<file path="src/rtl/hill_cipher_2x2_mod26_macros.svh">
// Assertion macros shared by the block
`ifndef HILL_CIPHER_2X2_MOD26_MACROS_SVH
`define HILL_CIPHER_2X2_MOD26_MACROS_SVH

// Same-cycle implication, disabled during reset
`define HC_ASSERT_NOW(label, ante, cons) \
  label: assert property (@(posedge clk) disable iff (rst) (ante) |-> (cons)) \
    else $error("hc assertion failed");

// Next-cycle implication, disabled during reset
`define HC_ASSERT_NEXT(label, ante, cons) \
  label: assert property (@(posedge clk) disable iff (rst) (ante) |=> (cons)) \
    else $error("hc assertion failed");

`endif

</file>
<file path="src/rtl/hc_pkg.sv">
package hc_pkg;

  localparam int unsigned LetterW    = 5;
  localparam int unsigned Modulus    = 26;
  localparam int unsigned PadLetter  = 23;
  localparam int unsigned QueueDepth = 2;
  localparam int unsigned CfgIdxW    = 3;
  localparam int unsigned CfgDataW   = 5;

  // register indexes
  localparam logic [CfgIdxW-1:0] REG_K00    = 3'd0;
  localparam logic [CfgIdxW-1:0] REG_K01    = 3'd1;
  localparam logic [CfgIdxW-1:0] REG_K10    = 3'd2;
  localparam logic [CfgIdxW-1:0] REG_K11    = 3'd3;
  localparam logic [CfgIdxW-1:0] REG_DECRYPT = 3'd4;

  typedef logic [LetterW-1:0] letter_t;

  typedef struct packed {
    logic [4:0] letter_code;
    logic       end_of_text;
  } in_item_t;

  typedef struct packed {
    logic [4:0] out_letter;
    logic       last_out;
    logic       key_not_invertible;
  } out_item_t;

  // one completed pair, already reduced mod 26
  typedef struct packed {
    letter_t p0;
    letter_t p1;
    logic    last;
  } pair_t;

  // working matrix handed to the back end
  typedef struct packed {
    letter_t m00;
    letter_t m01;
    letter_t m10;
    letter_t m11;
    logic    bad;
    logic    ready;
  } key_mat_t;

  // fold 26..31 into 0..5
  function automatic letter_t red26(input letter_t v);
    return (v >= letter_t'(Modulus)) ? letter_t'(v - letter_t'(Modulus)) : v;
  endfunction

  // x mod 26 for x < 2048: reciprocal estimate, then one correction
  function automatic letter_t mod26(input logic [10:0] x);
    logic [17:0]        prod;
    logic [6:0]         q;
    logic signed [11:0] r;
    prod = 18'(x) * 18'd79;
    q    = prod[17:11];
    r    = $signed({1'b0, x}) - $signed(12'((q << 4) + (q << 3) + (q << 1)));
    if (r < 0) r = r + 12'sd26;
    return r[LetterW-1:0];
  endfunction

  // multiplicative inverse mod 26, zero where none exists
  function automatic letter_t inv26(input letter_t v);
    letter_t r;
    case (v)
      5'd1:    r = 5'd1;
      5'd3:    r = 5'd9;
      5'd5:    r = 5'd21;
      5'd7:    r = 5'd15;
      5'd9:    r = 5'd3;
      5'd11:   r = 5'd19;
      5'd15:   r = 5'd7;
      5'd17:   r = 5'd23;
      5'd19:   r = 5'd11;
      5'd21:   r = 5'd5;
      5'd23:   r = 5'd17;
      5'd25:   r = 5'd25;
      default: r = 5'd0;
    endcase
    return r;
  endfunction

endpackage

</file>
<file path="src/rtl/hill_cipher_2x2_mod26.sv">
// 2x2 Hill cipher, mod 26. Letters enter on the in channel, one transfer per
// cycle while the pair queue has room; the front pairs them (an unpaired
// final letter is padded with X) and the back multiplies each pair by the key
// or its inverse and sends two letters, the last one marked. The back's
// sequencer steps through one multiply, one reduce and two sends per pair
// and takes no new pair until both letters are sent; output stalls hold it
// in the sends. After a configuration write, or after reset, the derived
// matrix must settle through the derivation pipeline, during which no pair
// is processed. In decrypt mode a key with no inverse mod 26 yields letters
// of 0 with key_not_invertible set.
module hill_cipher_2x2_mod26 #(
  parameter int unsigned QUEUE_DEPTH = hc_pkg::QueueDepth
) (
  input  logic                        clk,
  input  logic                        rst,
  input  logic                        in_valid,
  output logic                        in_stall,
  input  hc_pkg::in_item_t            in_data,
  output logic                        out_valid,
  input  logic                        out_stall,
  output hc_pkg::out_item_t           out_data,
  input  logic                        cfg_write,
  input  logic [hc_pkg::CfgIdxW-1:0]  cfg_index,
  input  logic [hc_pkg::CfgDataW-1:0] cfg_data
);
  import hc_pkg::*;
  `include "hill_cipher_2x2_mod26_macros.svh"

  key_mat_t key;
  pair_t    push_data, head;
  logic     push, pop, empty, full;

  hc_keygen u_keygen (
    .clk       (clk),
    .rst       (rst),
    .cfg_write (cfg_write),
    .cfg_index (cfg_index),
    .cfg_data  (cfg_data),
    .key       (key)
  );

  hc_front u_front (
    .clk       (clk),
    .rst       (rst),
    .in_valid  (in_valid),
    .in_stall  (in_stall),
    .in_data   (in_data),
    .push      (push),
    .push_data (push_data),
    .full      (full)
  );

  hc_fifo #(
    .DEPTH (QUEUE_DEPTH)
  ) u_fifo (
    .clk       (clk),
    .rst       (rst),
    .push      (push),
    .push_data (push_data),
    .pop       (pop),
    .head      (head),
    .empty     (empty),
    .full      (full)
  );

  hc_back u_back (
    .clk       (clk),
    .rst       (rst),
    .key       (key),
    .head      (head),
    .empty     (empty),
    .pop       (pop),
    .out_valid (out_valid),
    .out_stall (out_stall),
    .out_data  (out_data)
  );

  // checks
  `HC_ASSERT_NOW(a_pop_needs_key, pop, key.ready && !empty)
  `HC_ASSERT_NEXT(a_write_resettles, cfg_write, !key.ready)
  `HC_ASSERT_NOW(a_bad_key_zero, out_valid && out_data.key_not_invertible,
    out_data.out_letter == 5'd0)

endmodule

</file>
<file path="src/rtl/hc_keygen.sv">
module hc_keygen (
  input  logic                       clk,
  input  logic                       rst,
  input  logic                       cfg_write,
  input  logic [hc_pkg::CfgIdxW-1:0]  cfg_index,
  input  logic [hc_pkg::CfgDataW-1:0] cfg_data,
  output hc_pkg::key_mat_t           key
);
  import hc_pkg::*;

  localparam logic [1:0] SETTLE = 2'd3;

  letter_t    k00, k01, k10, k11;
  logic       decrypt_mode;
  logic [1:0] settle;

  // stage 1: reduced keys and determinant products
  letter_t    a1, b1, c1, d1;
  logic [9:0] ad1, bc1;
  logic       dec1;
  // stage 2: determinant inverse
  letter_t    a2, b2, c2, d2, di2;
  logic       dec2;
  // stage 3: working matrix
  letter_t    m00, m01, m10, m11;
  logic       bad;

  letter_t    ra, rb, rc, rd;
  letter_t    det;
  letter_t    nb, nc;

  // configuration registers
  always_ff @(posedge clk) begin
    if (rst) begin
      k00          <= 5'd1;
      k01          <= 5'd0;
      k10          <= 5'd0;
      k11          <= 5'd1;
      decrypt_mode <= 1'b0;
    end else if (cfg_write) begin
      case (cfg_index)
        REG_K00:     k00 <= cfg_data[LetterW-1:0];
        REG_K01:     k01 <= cfg_data[LetterW-1:0];
        REG_K10:     k10 <= cfg_data[LetterW-1:0];
        REG_K11:     k11 <= cfg_data[LetterW-1:0];
        REG_DECRYPT: decrypt_mode <= cfg_data[0];
        default:     ;
      endcase
    end
  end

  // matrix is stale until the derivation pipeline refills
  always_ff @(posedge clk) begin
    if (rst || cfg_write) begin
      settle <= SETTLE;
    end else if (settle != 2'd0) begin
      settle <= settle - 2'd1;
    end
  end

  assign ra = red26(k00);
  assign rb = red26(k01);
  assign rc = red26(k10);
  assign rd = red26(k11);

  always_ff @(posedge clk) begin
    a1   <= ra;
    b1   <= rb;
    c1   <= rc;
    d1   <= rd;
    ad1  <= 10'(ra) * 10'(rd);
    bc1  <= 10'(rb) * 10'(rc);
    dec1 <= decrypt_mode;
  end

  assign det = mod26(11'(ad1) + 11'(Modulus * Modulus) - 11'(bc1));

  always_ff @(posedge clk) begin
    a2   <= a1;
    b2   <= b1;
    c2   <= c1;
    d2   <= d1;
    di2  <= inv26(det);
    dec2 <= dec1;
  end

  // negated off-diagonal entries
  assign nb = (b2 == 5'd0) ? 5'd0 : letter_t'(5'(Modulus) - b2);
  assign nc = (c2 == 5'd0) ? 5'd0 : letter_t'(5'(Modulus) - c2);

  // stage 3: final matrix
  always_ff @(posedge clk) begin
    if (dec2) begin
      m00 <= mod26(11'(10'(d2) * 10'(di2)));
      m01 <= mod26(11'(10'(nb) * 10'(di2)));
      m10 <= mod26(11'(10'(nc) * 10'(di2)));
      m11 <= mod26(11'(10'(a2) * 10'(di2)));
      bad <= (di2 == 5'd0);
    end else begin
      m00 <= a2;
      m01 <= b2;
      m10 <= c2;
      m11 <= d2;
      bad <= 1'b0;
    end
  end

  assign key = '{m00: m00, m01: m01, m10: m10, m11: m11, bad: bad,
                 ready: (settle == 2'd0)};

endmodule

</file>
<file path="src/rtl/hc_front.sv">
module hc_front (
  input  logic             clk,
  input  logic             rst,
  input  logic             in_valid,
  output logic             in_stall,
  input  hc_pkg::in_item_t in_data,
  output logic             push,
  output hc_pkg::pair_t    push_data,
  input  logic             full
);
  import hc_pkg::*;

  letter_t held_letter;
  logic    holding_first;
  letter_t letter;
  logic    take;

  assign in_stall = full;
  assign take     = in_valid && !in_stall;
  assign letter   = red26(in_data.letter_code);

  // a pair is complete on a second letter or on an unpaired end mark
  assign push = take && (holding_first || in_data.end_of_text);

  always_comb begin
    if (holding_first) begin
      push_data.p0 = held_letter;
      push_data.p1 = letter;
    end else begin
      push_data.p0 = letter;
      push_data.p1 = letter_t'(PadLetter);
    end
    push_data.last = in_data.end_of_text;
  end

  always_ff @(posedge clk) begin
    if (rst) begin
      holding_first <= 1'b0;
    end else if (take) begin
      holding_first <= !holding_first && !in_data.end_of_text;
    end
  end

  always_ff @(posedge clk) begin
    if (take && !holding_first) held_letter <= letter;
  end

endmodule

</file>
<file path="src/rtl/hc_fifo.sv">
module hc_fifo #(
  parameter int unsigned DEPTH = hc_pkg::QueueDepth
) (
  input  logic          clk,
  input  logic          rst,
  input  logic          push,
  input  hc_pkg::pair_t push_data,
  input  logic          pop,
  output hc_pkg::pair_t head,
  output logic          empty,
  output logic          full
);
  import hc_pkg::*;

  localparam int unsigned PtrW = (DEPTH > 1) ? $clog2(DEPTH) : 1;
  localparam int unsigned CntW = $clog2(DEPTH + 1);

  pair_t            entries [DEPTH];
  logic [PtrW-1:0]  wr_ptr, rd_ptr;
  logic [CntW-1:0]  count;

  assign empty = (count == CntW'(0));
  assign full  = (count == CntW'(DEPTH));
  assign head  = entries[rd_ptr];

  always_ff @(posedge clk) begin
    if (push) entries[wr_ptr] <= push_data;
  end

  // pointers and fill level
  always_ff @(posedge clk) begin
    if (rst) begin
      wr_ptr <= '0;
      rd_ptr <= '0;
      count  <= '0;
    end else begin
      if (push) wr_ptr <= (wr_ptr == PtrW'(DEPTH - 1)) ? '0 : wr_ptr + PtrW'(1);
      if (pop)  rd_ptr <= (rd_ptr == PtrW'(DEPTH - 1)) ? '0 : rd_ptr + PtrW'(1);
      if (push && !pop)      count <= count + CntW'(1);
      else if (pop && !push) count <= count - CntW'(1);
    end
  end

endmodule

</file>
<file path="src/rtl/hc_back.sv">
module hc_back (
  input  logic              clk,
  input  logic              rst,
  input  hc_pkg::key_mat_t  key,
  input  hc_pkg::pair_t     head,
  input  logic              empty,
  output logic              pop,
  output logic              out_valid,
  input  logic              out_stall,
  output hc_pkg::out_item_t out_data
);
  import hc_pkg::*;

  localparam logic [1:0] ST_IDLE  = 2'd0;
  localparam logic [1:0] ST_MUL   = 2'd1;
  localparam logic [1:0] ST_SEND0 = 2'd2;
  localparam logic [1:0] ST_SEND1 = 2'd3;

  logic [1:0] state, state_next;
  logic [9:0] pr00, pr01, pr10, pr11;
  logic       bad, last;
  letter_t    r0, r1;
  logic       sent;

  assign pop  = (state == ST_IDLE) && !empty && key.ready;
  assign sent = out_valid && !out_stall;

  always_comb begin
    state_next = state;
    unique case (state)
      ST_IDLE:  if (pop) state_next = ST_MUL;
      ST_MUL:   state_next = ST_SEND0;
      ST_SEND0: if (sent) state_next = ST_SEND1;
      ST_SEND1: if (sent) state_next = ST_IDLE;
      default:  state_next = ST_IDLE;
    endcase
  end

  always_ff @(posedge clk) begin
    if (rst) state <= ST_IDLE;
    else     state <= state_next;
  end

  // products of the matrix and the popped pair
  always_ff @(posedge clk) begin
    if (pop) begin
      pr00 <= 10'(key.m00) * 10'(head.p0);
      pr01 <= 10'(key.m01) * 10'(head.p1);
      pr10 <= 10'(key.m10) * 10'(head.p0);
      pr11 <= 10'(key.m11) * 10'(head.p1);
      bad  <= key.bad;
      last <= head.last;
    end
  end

  // reduce the sums; a non-invertible key forces zero letters
  always_ff @(posedge clk) begin
    if (state == ST_MUL) begin
      r0 <= bad ? 5'd0 : mod26(11'(pr00) + 11'(pr01));
      r1 <= bad ? 5'd0 : mod26(11'(pr10) + 11'(pr11));
    end
  end

  assign out_valid                   = (state == ST_SEND0) || (state == ST_SEND1);
  assign out_data.out_letter         = (state == ST_SEND1) ? r1 : r0;
  assign out_data.last_out           = (state == ST_SEND1) && last;
  assign out_data.key_not_invertible = bad;

endmodule

</file>
<file path="config.mk">
export PLATFORM = sky130hd
export DESIGN_NAME = hill_cipher_2x2_mod26
export DESIGN_NICKNAME = d
export VERILOG_FILES = /design/src/rtl/hc_pkg.sv /design/src/rtl/hill_cipher_2x2_mod26.sv /design/src/rtl/hc_keygen.sv /design/src/rtl/hc_front.sv /design/src/rtl/hc_fifo.sv /design/src/rtl/hc_back.sv
export VERILOG_INCLUDE_DIRS = /design/src /design/src/rtl
export SDC_FILE = /design/constraint.sdc
export NUM_CORES = 1
export LEC_CHECK = 0
export BUFFER_PORTS_ARGS = -buffer_cell sky130_fd_sc_hd__clkbuf_2
export CORE_MARGIN = 1
export CORE_UTILIZATION = 40
export CTS_CLUSTER_DIAMETER = 100
export CTS_CLUSTER_SIZE = 20
export DETAILED_ROUTE_END_ITERATION = 6
export PLACE_DENSITY = 0.56
export SETUP_SLACK_MARGIN = 0.2
export SLEW_MARGIN = 10
export SYNTH_ARGS = -nofsm -noshare
export SYNTH_HDL_FRONTEND = slang
export SYNTH_SLANG_ARGS = --single-unit
</file>
<file path="constraint.sdc">
create_clock -name clk -period 13.7 [get_ports clk]
set_input_delay 2.055 -clock clk [delete_from_list [all_inputs] [get_ports clk]]
set_output_delay 2.055 -clock clk [all_outputs]
set_load 0.02 [all_outputs]
</file>
==> flow_summary.json, run 1 <==
{
  "wirelength_um": 54560,
  "powerDensity_nw_per_um2": 199.9,
  "ys_types": 87,
  "floorplan.die.height_um": 273.4,
  "status": "complete, no violations",
  "die_w_um": 273.4,
  "grt_overflow_total": 0,
  "die-area_um2": 74760,
  "io_pins": 28,
  "grt_max_degree": 42,
  "cts_buffer_depth": 2,
  "setup-violations-final": 0,
  "syn_to_final_growth_pct": 6.241,
  "clk_pin_slew_ns": 0.07,
  "cts-hold-fix-buffers": 0,
  "antenna_found_initial": 1,
  "clkPwrFrac": 0.079,
  "syn_nets": 4090,
  "grt_pass1_wl_um": 94760,
  "start_util": 0.4039,
  "end_kind": "flip-flop",
  "r2r.worst_path.cells": 46,
  "critPathRequiredTime_ns": 14.07,
  "insertion_delay_ns": 0.48,
  "critPathLaunchType": "flip-flop",
  "dpl.cell_count": 4142,
  "cts_tree": "yes",
  "antenna_left": 0,
  "max_freq_mhz": 87.85,
  "rsz0062_at_grt": "no",
  "root_buffer": "clkbuf_16",
  "synth-async-reset-ratio": 0,
  "worstSetupPathType": "flip-flop to flip-flop",
  "cpMaxStageDelayCell": "fa_1",
  "synth_common_cells": "inv_1 (726), ha_1 (608), fa_1 (284), nand2_1 (176), a21oi_1 (155)",
  "synth_cells": 3179,
  "place_congestion": 0.7818,
  "post_cts_buffers": 0,
  "fin_skew_ns": 0.01397,
  "slowest_delay_ns": 0.54,
  "period_minus_slack_ns": 11.38,
  "port_buffers": 27,
  "fin_nets": 4113,
  "netlist_area_um2": 29470,
  "power.share.sequential": 0.116,
  "vias": 19910,
  "core_area_um2": 72960,
  "synthFlopType": "dfxtp_1",
  "max-slew-margin-rel": 0.3241,
  "ctsHtreeMaxLevel": 4,
  "layout-drive-gt1-share": 0.03826,
  "numCtsBuffers": 17,
  "switching_power_mw": 3.085,
  "max_slew.worst_pin.slew_ns": 1.007,
  "slew_viol_final": 0,
  "hold_viol_final": 0,
  "cp.arrival_ns": 11.76,
  "holdWs_ns": 0.3221,
  "comb_power_share": 0.805,
  "ctsResizeCount": 0,
  "hpwl_um": 47220,
  "drv_cap": 0,
  "drt_iter0_markers": 546,
  "p_int_mw": 3.172,
  "wl_per_cell_um": 13.07,
  "worstPathMaxFanout": 7,
  "synth-edff-count": 79,
  "yosysWarnings": 0,
  "yosys-top-cells-area": "ha_1 (26%), fa_1 (19%), inv_1 (9.2%)",
  "rows": 99,
  "synth_area_leader_cell": "ha_1",
  "instances_no_fill": 4174,
  "synth-seq-cells": 198,
  "synth.top_cell.area_share": 0.2582,
  "clkSinkCount": 198,
  "synth_most_common_cell": "inv_1",
  "drc": 0,
  "ys_seq_area_frac": 0.1613,
  "peakVddDrop_mv": 0.6666,
  "min_path_type": "flip-flop to flip-flop",
  "swShare": 0.4930,
  "cellLeakagePower_nw": 16.65,
  "num_antenna_cells": 0,
  "via_per_inst": 4.770,
  "post_synth.cell_area_avg_um2": 9.270,
  "fin_crit_sh": 0.8309,
  "setup_tns_ns": 0,
  "dr.pass1.iters": 4,
  "grt_util_all_layers": 0.1539,
  "grt_pass1_vias": 20100,
  "min_path_cells": 0
}
==> worst max-delay path, delay by kind of cell, from the launching register on <==
kind,cells,cell delay (ns)
compound gates,17,3.45
xor+xnor,5,1.26
fa+ha+maj,12,4.57
buf+inv,3,0.22
flops,1,0.39
simple gates,9,1.37
==> registers in the layout (all words and copies together), names as in the netlist, 10 cells and up, named ones only <==
name / cells
u_fifo.entries: 22
u_back.pr00: 10
u_keygen.bc1: 10
u_back.pr11: 10
u_keygen.ad1: 10
u_back.pr10: 10
u_back.pr01: 10
==> metrics by stage <==
step / setup slack [ns] / util / power (mW) / area (µm²)
final: 2.317 / 0.4291 / 6.257 / 31310
after global placement: 2.315 / 0.4214 / 5.799 / 30750
after CTS: 2.241 / 0.4291 / 6.357 / 31310
after floorplan: 3.172 / - / 4.895 / 29470
after detailed placement: 2.295 / 0.4214 / 5.828 / 30750
after global routing: 1.342 / 0.4291 / 7.100 / 31310
==> path summary, 6_finish.rpt <==
kind                                   endpoint  slack, ns            from
worst max-delay path            u_keygen.m01[4]       2.32  u_keygen.b2[0]
worst min-delay path             u_keygen.b2[2]       0.32  u_keygen.b1[2]
worst max register to register  u_keygen.m01[4]       2.32  u_keygen.b2[0]
worst min register to register   u_keygen.b2[2]       0.32  u_keygen.b1[2]
==> cell type report <==
type / instances / area [µm²]
Fill cell: 7279 / 41650
Clock inverter: 6 / 40.04
Timing Repair Buffer: 39 / 225.2
Multi-Input combinational cell: 2219 / 21840
Sequential cell: 198 / 4755
Inverter: 727 / 2729
Tap cell: 959 / 1200
Clock buffer: 26 / 520.5
==> placed cells by master (no fill, tap or decap), drive strengths merged, types with 79 or more instances in the layout <==
| cell type | count |
|---|---|
| inv | 728 |
| ha | 608 |
| fa | 284 |
| nand2 | 178 |
| a21oi | 156 |
| xnor2 | 137 |
| and2 | 122 |
| dfxtp | 119 |
| nor2 | 114 |
| edfxtp | 79 |
==> logic make-up (layout without fill, tap and decap cells) <==
family          Yosys count  count (layout)  synth area share
mux                      63              63           0.02276
buf+inv                 762             798           0.09757
compound gates          469             469            0.1059
simple gates            599             599            0.1019
flops                   198             198            0.1613
fa+ha+maj               892             892            0.4511
xor+xnor                196             196           0.05949
==> power by group through the flow <==
stage / Clock [mW] / Combinational, mW / Sequential, mW
6_report: 0.494 / 5.04 / 0.726
5_1_grt: 0.531 / 5.84 / 0.732
4_1_cts: 0.512 / 5.12 / 0.727
3_5_place_dp: 0 / 5.09 / 0.740
3_3_place_gp: 0 / 5.06 / 0.739
2_1_floorplan: 0 / 4.19 / 0.710
==> layer usage <==
layer,GRT usage,vias up,share of wire
met3,0.01614,36,0.014
met5,0,-,0
li1,-,10390,-
met4,0.03484,0,0.013
met2,0.2614,95,0.47
met1,0.2096,9392,0.51
Note: power is estimated with default switching activity, not from simulation.
==> run 2, diff against run 1 <==
PLACE_DENSITY = 0.58   (was 0.56)
clock period = 9.3 ns   (was 13.7 ns; I/O delays follow)
==> flow_summary.json, run 2 (synthesis gave the netlist of run 1 again) <==
{
  "status": "finished with violations",
  "failed_checks": "DRC, setup timing",
  "fin_nets": 4459,
  "critPathRequiredTime_ns": 9.66,
  "die_w_um": 273.4,
  "num_antenna_cells": 0,
  "numCtsBuffers": 17,
  "hold_viol_final": 0,
  "grt_pass1_vias": 21480,
  "fin_crit_sh": 1.060,
  "clk_pin_slew_ns": 0.07,
  "vias": 21370,
  "wl_per_cell_um": 12.92,
  "cts-hold-fix-buffers": 0,
  "cts_buffer_depth": 2,
  "port_buffers": 27,
  "cp.arrival_ns": 10.22,
  "largest-register": "u_fifo.entries",
  "via_per_inst": 4.728,
  "grt_pass1_wl_um": 100200,
  "r2r_start": "u_keygen.b2[0]",
  "worstSetupPathType": "flip-flop to flip-flop",
  "multi_input_comb_area_um2": 23600,
  "io_pins": 28,
  "clkSinkCount": 198,
  "antenna_found_initial": 0,
  "peakVddDrop_mv": 0.6359,
  "min_path_type": "flip-flop to flip-flop",
  "place_congestion": 0.7964,
  "slew_viol_final": 0,
  "rsz0062_at_grt": "yes",
  "antenna_left": 0,
  "wirelength_um": 58380,
  "cellLeakagePower_nw": 18.80,
  "grt_max_degree": 43,
  "grt_util_all_layers": 0.1621,
  "worstPathMaxFanout": 6,
  "dr.pass1.iters": 6,
  "critPathLaunchType": "flip-flop",
  "start_util": 0.4039,
  "final_common_cell": "inv_1",
  "layout_common_cells": "inv_1 (682), ha_1 (558), buf_4 (344)",
  "rows": 99,
  "ctsHtreeMaxLevel": 4,
  "cpMaxStageDelayCell": "fa_1",
  "cp-startpoint": "u_keygen.b2[0]",
  "setup-violations-final": 16,
  "fin_util": 0.4904,
  "grt_overflow_total": 0,
  "syn_to_final_growth_pct": 21.40,
  "root_buffer": "clkbuf_16",
  "power_mw": 11.12,
  "drc": 2,
  "floorplan.die.height_um": 273.4,
  "worstHoldStart": "u_keygen.b1[3]",
  "hpwl_um": 49870,
  "cts_tree": "yes",
  "ff_latch_area_um2": 4780,
  "drt_iter0_markers": 538,
  "n_fill_cell": 6904,
  "fin_skew_ns": 0.01726,
  "setup_tns_ns": -4.521,
  "end_kind": "flip-flop",
  "powerDensity_nw_per_um2": 310.8,
  "period_minus_slack_ns": 9.857,
  "max-slew-margin-rel": 0.4126,
  "slowest_delay_ns": 0.57,
  "layout-drive-gt1-share": 0.2135,
  "holdWs_ns": 0.3261,
  "die-area_um2": 74760,
  "max_freq_mhz": 101.5,
  "timing.critical_path.mode_cell": "fa_1",
  "core_area_um2": 72960,
  "insertion_delay_ns": 0.48,
  "largest_register_ffs": 22,
  "max_slew.worst_pin.slew_ns": 0.8566,
  "drv_cap": 0,
  "worst_slack_ns": -0.5568
}
-- run 2: path summary, 6_finish.rpt --
check / to / slack, ns / cells past startpoint
hold reg to reg: u_keygen.b2[3] / 0.33 / 0
hold / removal: u_keygen.b2[3] / 0.33 / 0
setup / recovery: u_keygen.m01[4] / -0.56 / 47
setup reg to reg: u_keygen.m01[4] / -0.56 / 47
-- run 2: final cells by class --
type | instances | share of cell area
sequential | 198 | 0.1336
timing repair buffer | 385 | 0.08135
clock buffer | 18 | 0.01228
inverter | 727 | 0.07638
tap | 959 | 0.03354
clock inverter | 13 | 0.003183
multi-input combinational | 2219 | 0.6597
-- run 2: where the power goes --
group	internal (mW)	switching (mW)	total [mW]
clock network	0.356	0.356	0.711
logic	4.53	4.83	9.36
registers	1.01	0.0401	1.05
total	5.89	5.23	11.1
-- run 2: stage by stage --
stage | instance area (µm²) | setup WS [ns] | instances
floorplan | 29990 | -0.3999 | 3179
global placement | 33380 | -0.4891 | 4420
detailed placement | 33380 | -0.6965 | 4420
CTS | 34580 | -0.4913 | 4483
global route | 35780 | -1.012 | 4519
finish | 35780 | -0.5568 | 4519
-- run 2: routing by layer --
| metal | vias to the layer above | wire, µm | global-route usage |
|---|---|---|---|
| li1 | 11070 | - | - |
| met1 | 10130 | 28410 | 0.2155 |
| met2 | 134 | 28380 | 0.2833 |
| met3 | 35 | 970 | 0.01737 |
| met4 | 0 | 619 | 0.03161 |
| met5 | - | 0 | 0 |
-- run 2: repair_timing --
| action | in CTS | in global routing |
|---|---|---|
| gates resized for setup | 77 | 182 |
| pin swaps | 56 | 144 |
| buffers inserted | 32 | 36 |
| cloned | 0 | 0 |
| endpoints found under the setup margin | 21 | 29 |
-- run 2: worst max-delay path: cells and delay by family (launching register included) --
family                   cells  cell delay, ns
flip-flops                   1            0.37
buffers and inverters        5            0.33
XOR/XNOR                     4            0.65
AO/OA/AOI/OAI               18            2.81
adder cells (fa/ha/maj)     13            4.45
AND/OR/NAND/NOR              7            1.13
==> run 3, diff against run 2 <==
CTS_BUF_LIST = sky130_fd_sc_hd__clkbuf_2   (was unset)
==> flow_summary.json, run 3 (synthesis gave the netlist of run 1 again) <==
{
  "grt_pass1_vias": 21520,
  "start_util": 0.4039,
  "vias": 21370,
  "max_freq_mhz": 101.7,
  "worstSetupPathType": "flip-flop to flip-flop",
  "clkSinkCount": 198,
  "grt_overflow_total": 0,
  "slowest_delay_ns": 0.56,
  "failed_checks": "DRC, setup timing",
  "fin_crit_sh": 1.058,
  "floorplan.die.height_um": 273.4,
  "max_slew.worst_pin.slew_ns": 0.8734,
  "cpMaxStageDelayCell": "fa_1",
  "final_common_cell": "inv_1",
  "drc": 2,
  "min_to": "u_keygen.b2[3]",
  "r2r.worst_path.cells": 48,
  "via_per_inst": 4.711,
  "worst_slack_ns": -0.5352,
  "hpwl_um": 49870,
  "instances_no_fill": 4536,
  "reg2reg_slack_ns": -0.54,
  "dpl.cell_count": 4420,
  "io_pins": 28,
  "worstPathMaxFanout": 6,
  "wirelength_um": 58770,
  "wl_per_cell_um": 12.96,
  "comb_power_share": 0.867,
  "fin_skew_ns": 0.05914,
  "period_minus_slack_ns": 9.835,
  "cp.arrival_ns": 10.72,
  "timing.critical_path.mode_cell": "ha_4",
  "place_area_um2": 33380,
  "status": "finished with violations",
  "hold_viol_final": 0,
  "critPathRequiredTime_ns": 10.19,
  "worstHoldStart": "u_keygen.b1[3]",
  "largest-register": "u_fifo.entries",
  "grt_util_all_layers": 0.1625,
  "setup-violations-final": 16,
  "antenna_found_initial": 1,
  "max-slew-margin-rel": 0.4011,
  "r2r_start": "u_keygen.b2[0]",
  "ctsHtreeMaxLevel": 4,
  "n_fill_cell": 6927,
  "cts_buffer_depth": 2,
  "port_buffers": 27,
  "multi_input_comb_area_um2": 23720,
  "insertion_delay_ns": 0.99,
  "grt_max_degree": 43,
  "cp-startpoint": "u_keygen.b2[0]",
  "root_buffer": "clkbuf_2",
  "slew_viol_final": 0,
  "rows": 99,
  "fin_nets": 4475,
  "place_congestion": 0.7964,
  "syn_to_final_growth_pct": 21.04,
  "cellLeakagePower_nw": 18.76,
  "ff_latch_area_um2": 4781,
  "drt_iter0_markers": 614,
  "drv_cap": 0,
  "final_area_um2": 35670,
  "layout-drive-gt1-share": 0.2218,
  "power.share.sequential": 0.097,
  "swShare": 0.4816,
  "switching_power_mw": 5.256,
  "path_buf_inv": 7,
  "clk_pin_slew_ns": 0.28,
  "powerDensity_nw_per_um2": 306.0,
  "largest_register_ffs": 22,
  "die_w_um": 273.4,
  "min_path_type": "flip-flop to flip-flop",
  "numCtsBuffers": 17,
  "antenna_left": 0,
  "end_kind": "flip-flop",
  "rsz0062_at_grt": "yes",
  "min_path_cells": 0,
  "die-area_um2": 74760,
  "peakVddDrop_mv": 0.6398,
  "clkPwrFrac": 0.037,
  "layout_common_cells": "inv_1 (681), ha_1 (555), buf_4 (362)",
  "setup_tns_ns": -3.416,
  "cts_tree": "yes",
  "critPathLaunchType": "flip-flop",
  "r2r_end": "u_keygen.m01[4]",
  "dr.pass1.iters": 7,
  "grt_pass1_wl_um": 100400,
  "core_area_um2": 72960,
  "crit_family": "adder cells",
  "p_int_mw": 5.658
}
run 3: changes by cell type in the layout (fill, tap and decap cells not counted), sizes merged:
cell,previous run,this run
buf,358,374
clkbuf,45,44
clkinv,6,7
diode,0,1
run 3: repair_timing:
action                                  4_1_cts  5_1_grt
setup buffers                                47       37
hold buffers                                  0        0
pin swaps                                   124      162
endpoints found under the hold margin         0        0
endpoints found under the setup margin       23       29
gates resized for setup                     116      168
run 3: area by class of cell:
type | count | area share
clock buffer | 17 | 0.002385
timing repair buffer | 401 | 0.08499
inverter | 727 | 0.07668
tap | 959 | 0.03364
sequential | 198 | 0.1340
clock inverter | 14 | 0.003297
multi-input combinational | 2219 | 0.6649
antenna | 1 | 0.00007016
run 3: how the worst max path moves through the flow:
stage	endpoint	depth (start not counted)
floorplan	u_keygen.m01[4]	49
global placement	u_keygen.m01[4]	48
detailed placement	u_keygen.m01[4]	47
CTS	u_keygen.m01[3]	49
global route	u_keygen.m01[2]	48
finish	u_keygen.m01[4]	48
run 3: stage by stage:
stage | total power [mW] | util | hold WS [ns] | setup slack (ns)
floorplan | 7.318 | - | 0.3095 | -0.3999
detailed placement | 9.574 | 0.4575 | 0.3121 | -0.6965
global route | 12.24 | 0.4889 | 0.3107 | -0.9980
CTS | 10.46 | 0.4731 | 0.3194 | -0.5042
finish | 10.91 | 0.4889 | 0.3184 | -0.5352
global placement | 9.486 | 0.4575 | 0.3115 | -0.4891
run 3: power groups by stage:
stage,registers (mW),clock network [mW],logic [mW]
floorplan,1.05,0,6.27
global placement,1.07,0,8.41
detailed placement,1.07,0,8.50
CTS,1.06,0.429,8.98
global route,1.06,0.453,10.7
finish,1.05,0.399,9.46
run 3: worst register-to-register path, delay by kind of cell, from the launching register on:
family | cells | cell delay, ns
adder cells (fa/ha/maj) | 13 | 4.35
AO/OA/AOI/OAI | 14 | 2.26
AND/OR/NAND/NOR | 10 | 1.49
XOR/XNOR | 4 | 0.65
buffers and inverters | 7 | 0.60
flip-flops | 1 | 0.39
run 3: metal layers:
metal	routed length [µm]	vias to the layer above	global-route usage	part of all wire
li1	-	11110	-	-
met1	28430	10110	0.2160	0.48
met2	28820	107	0.2837	0.49
met3	851	37	0.01781	0.014
met4	665	0	0.03249	0.011
met5	0	-	0	0
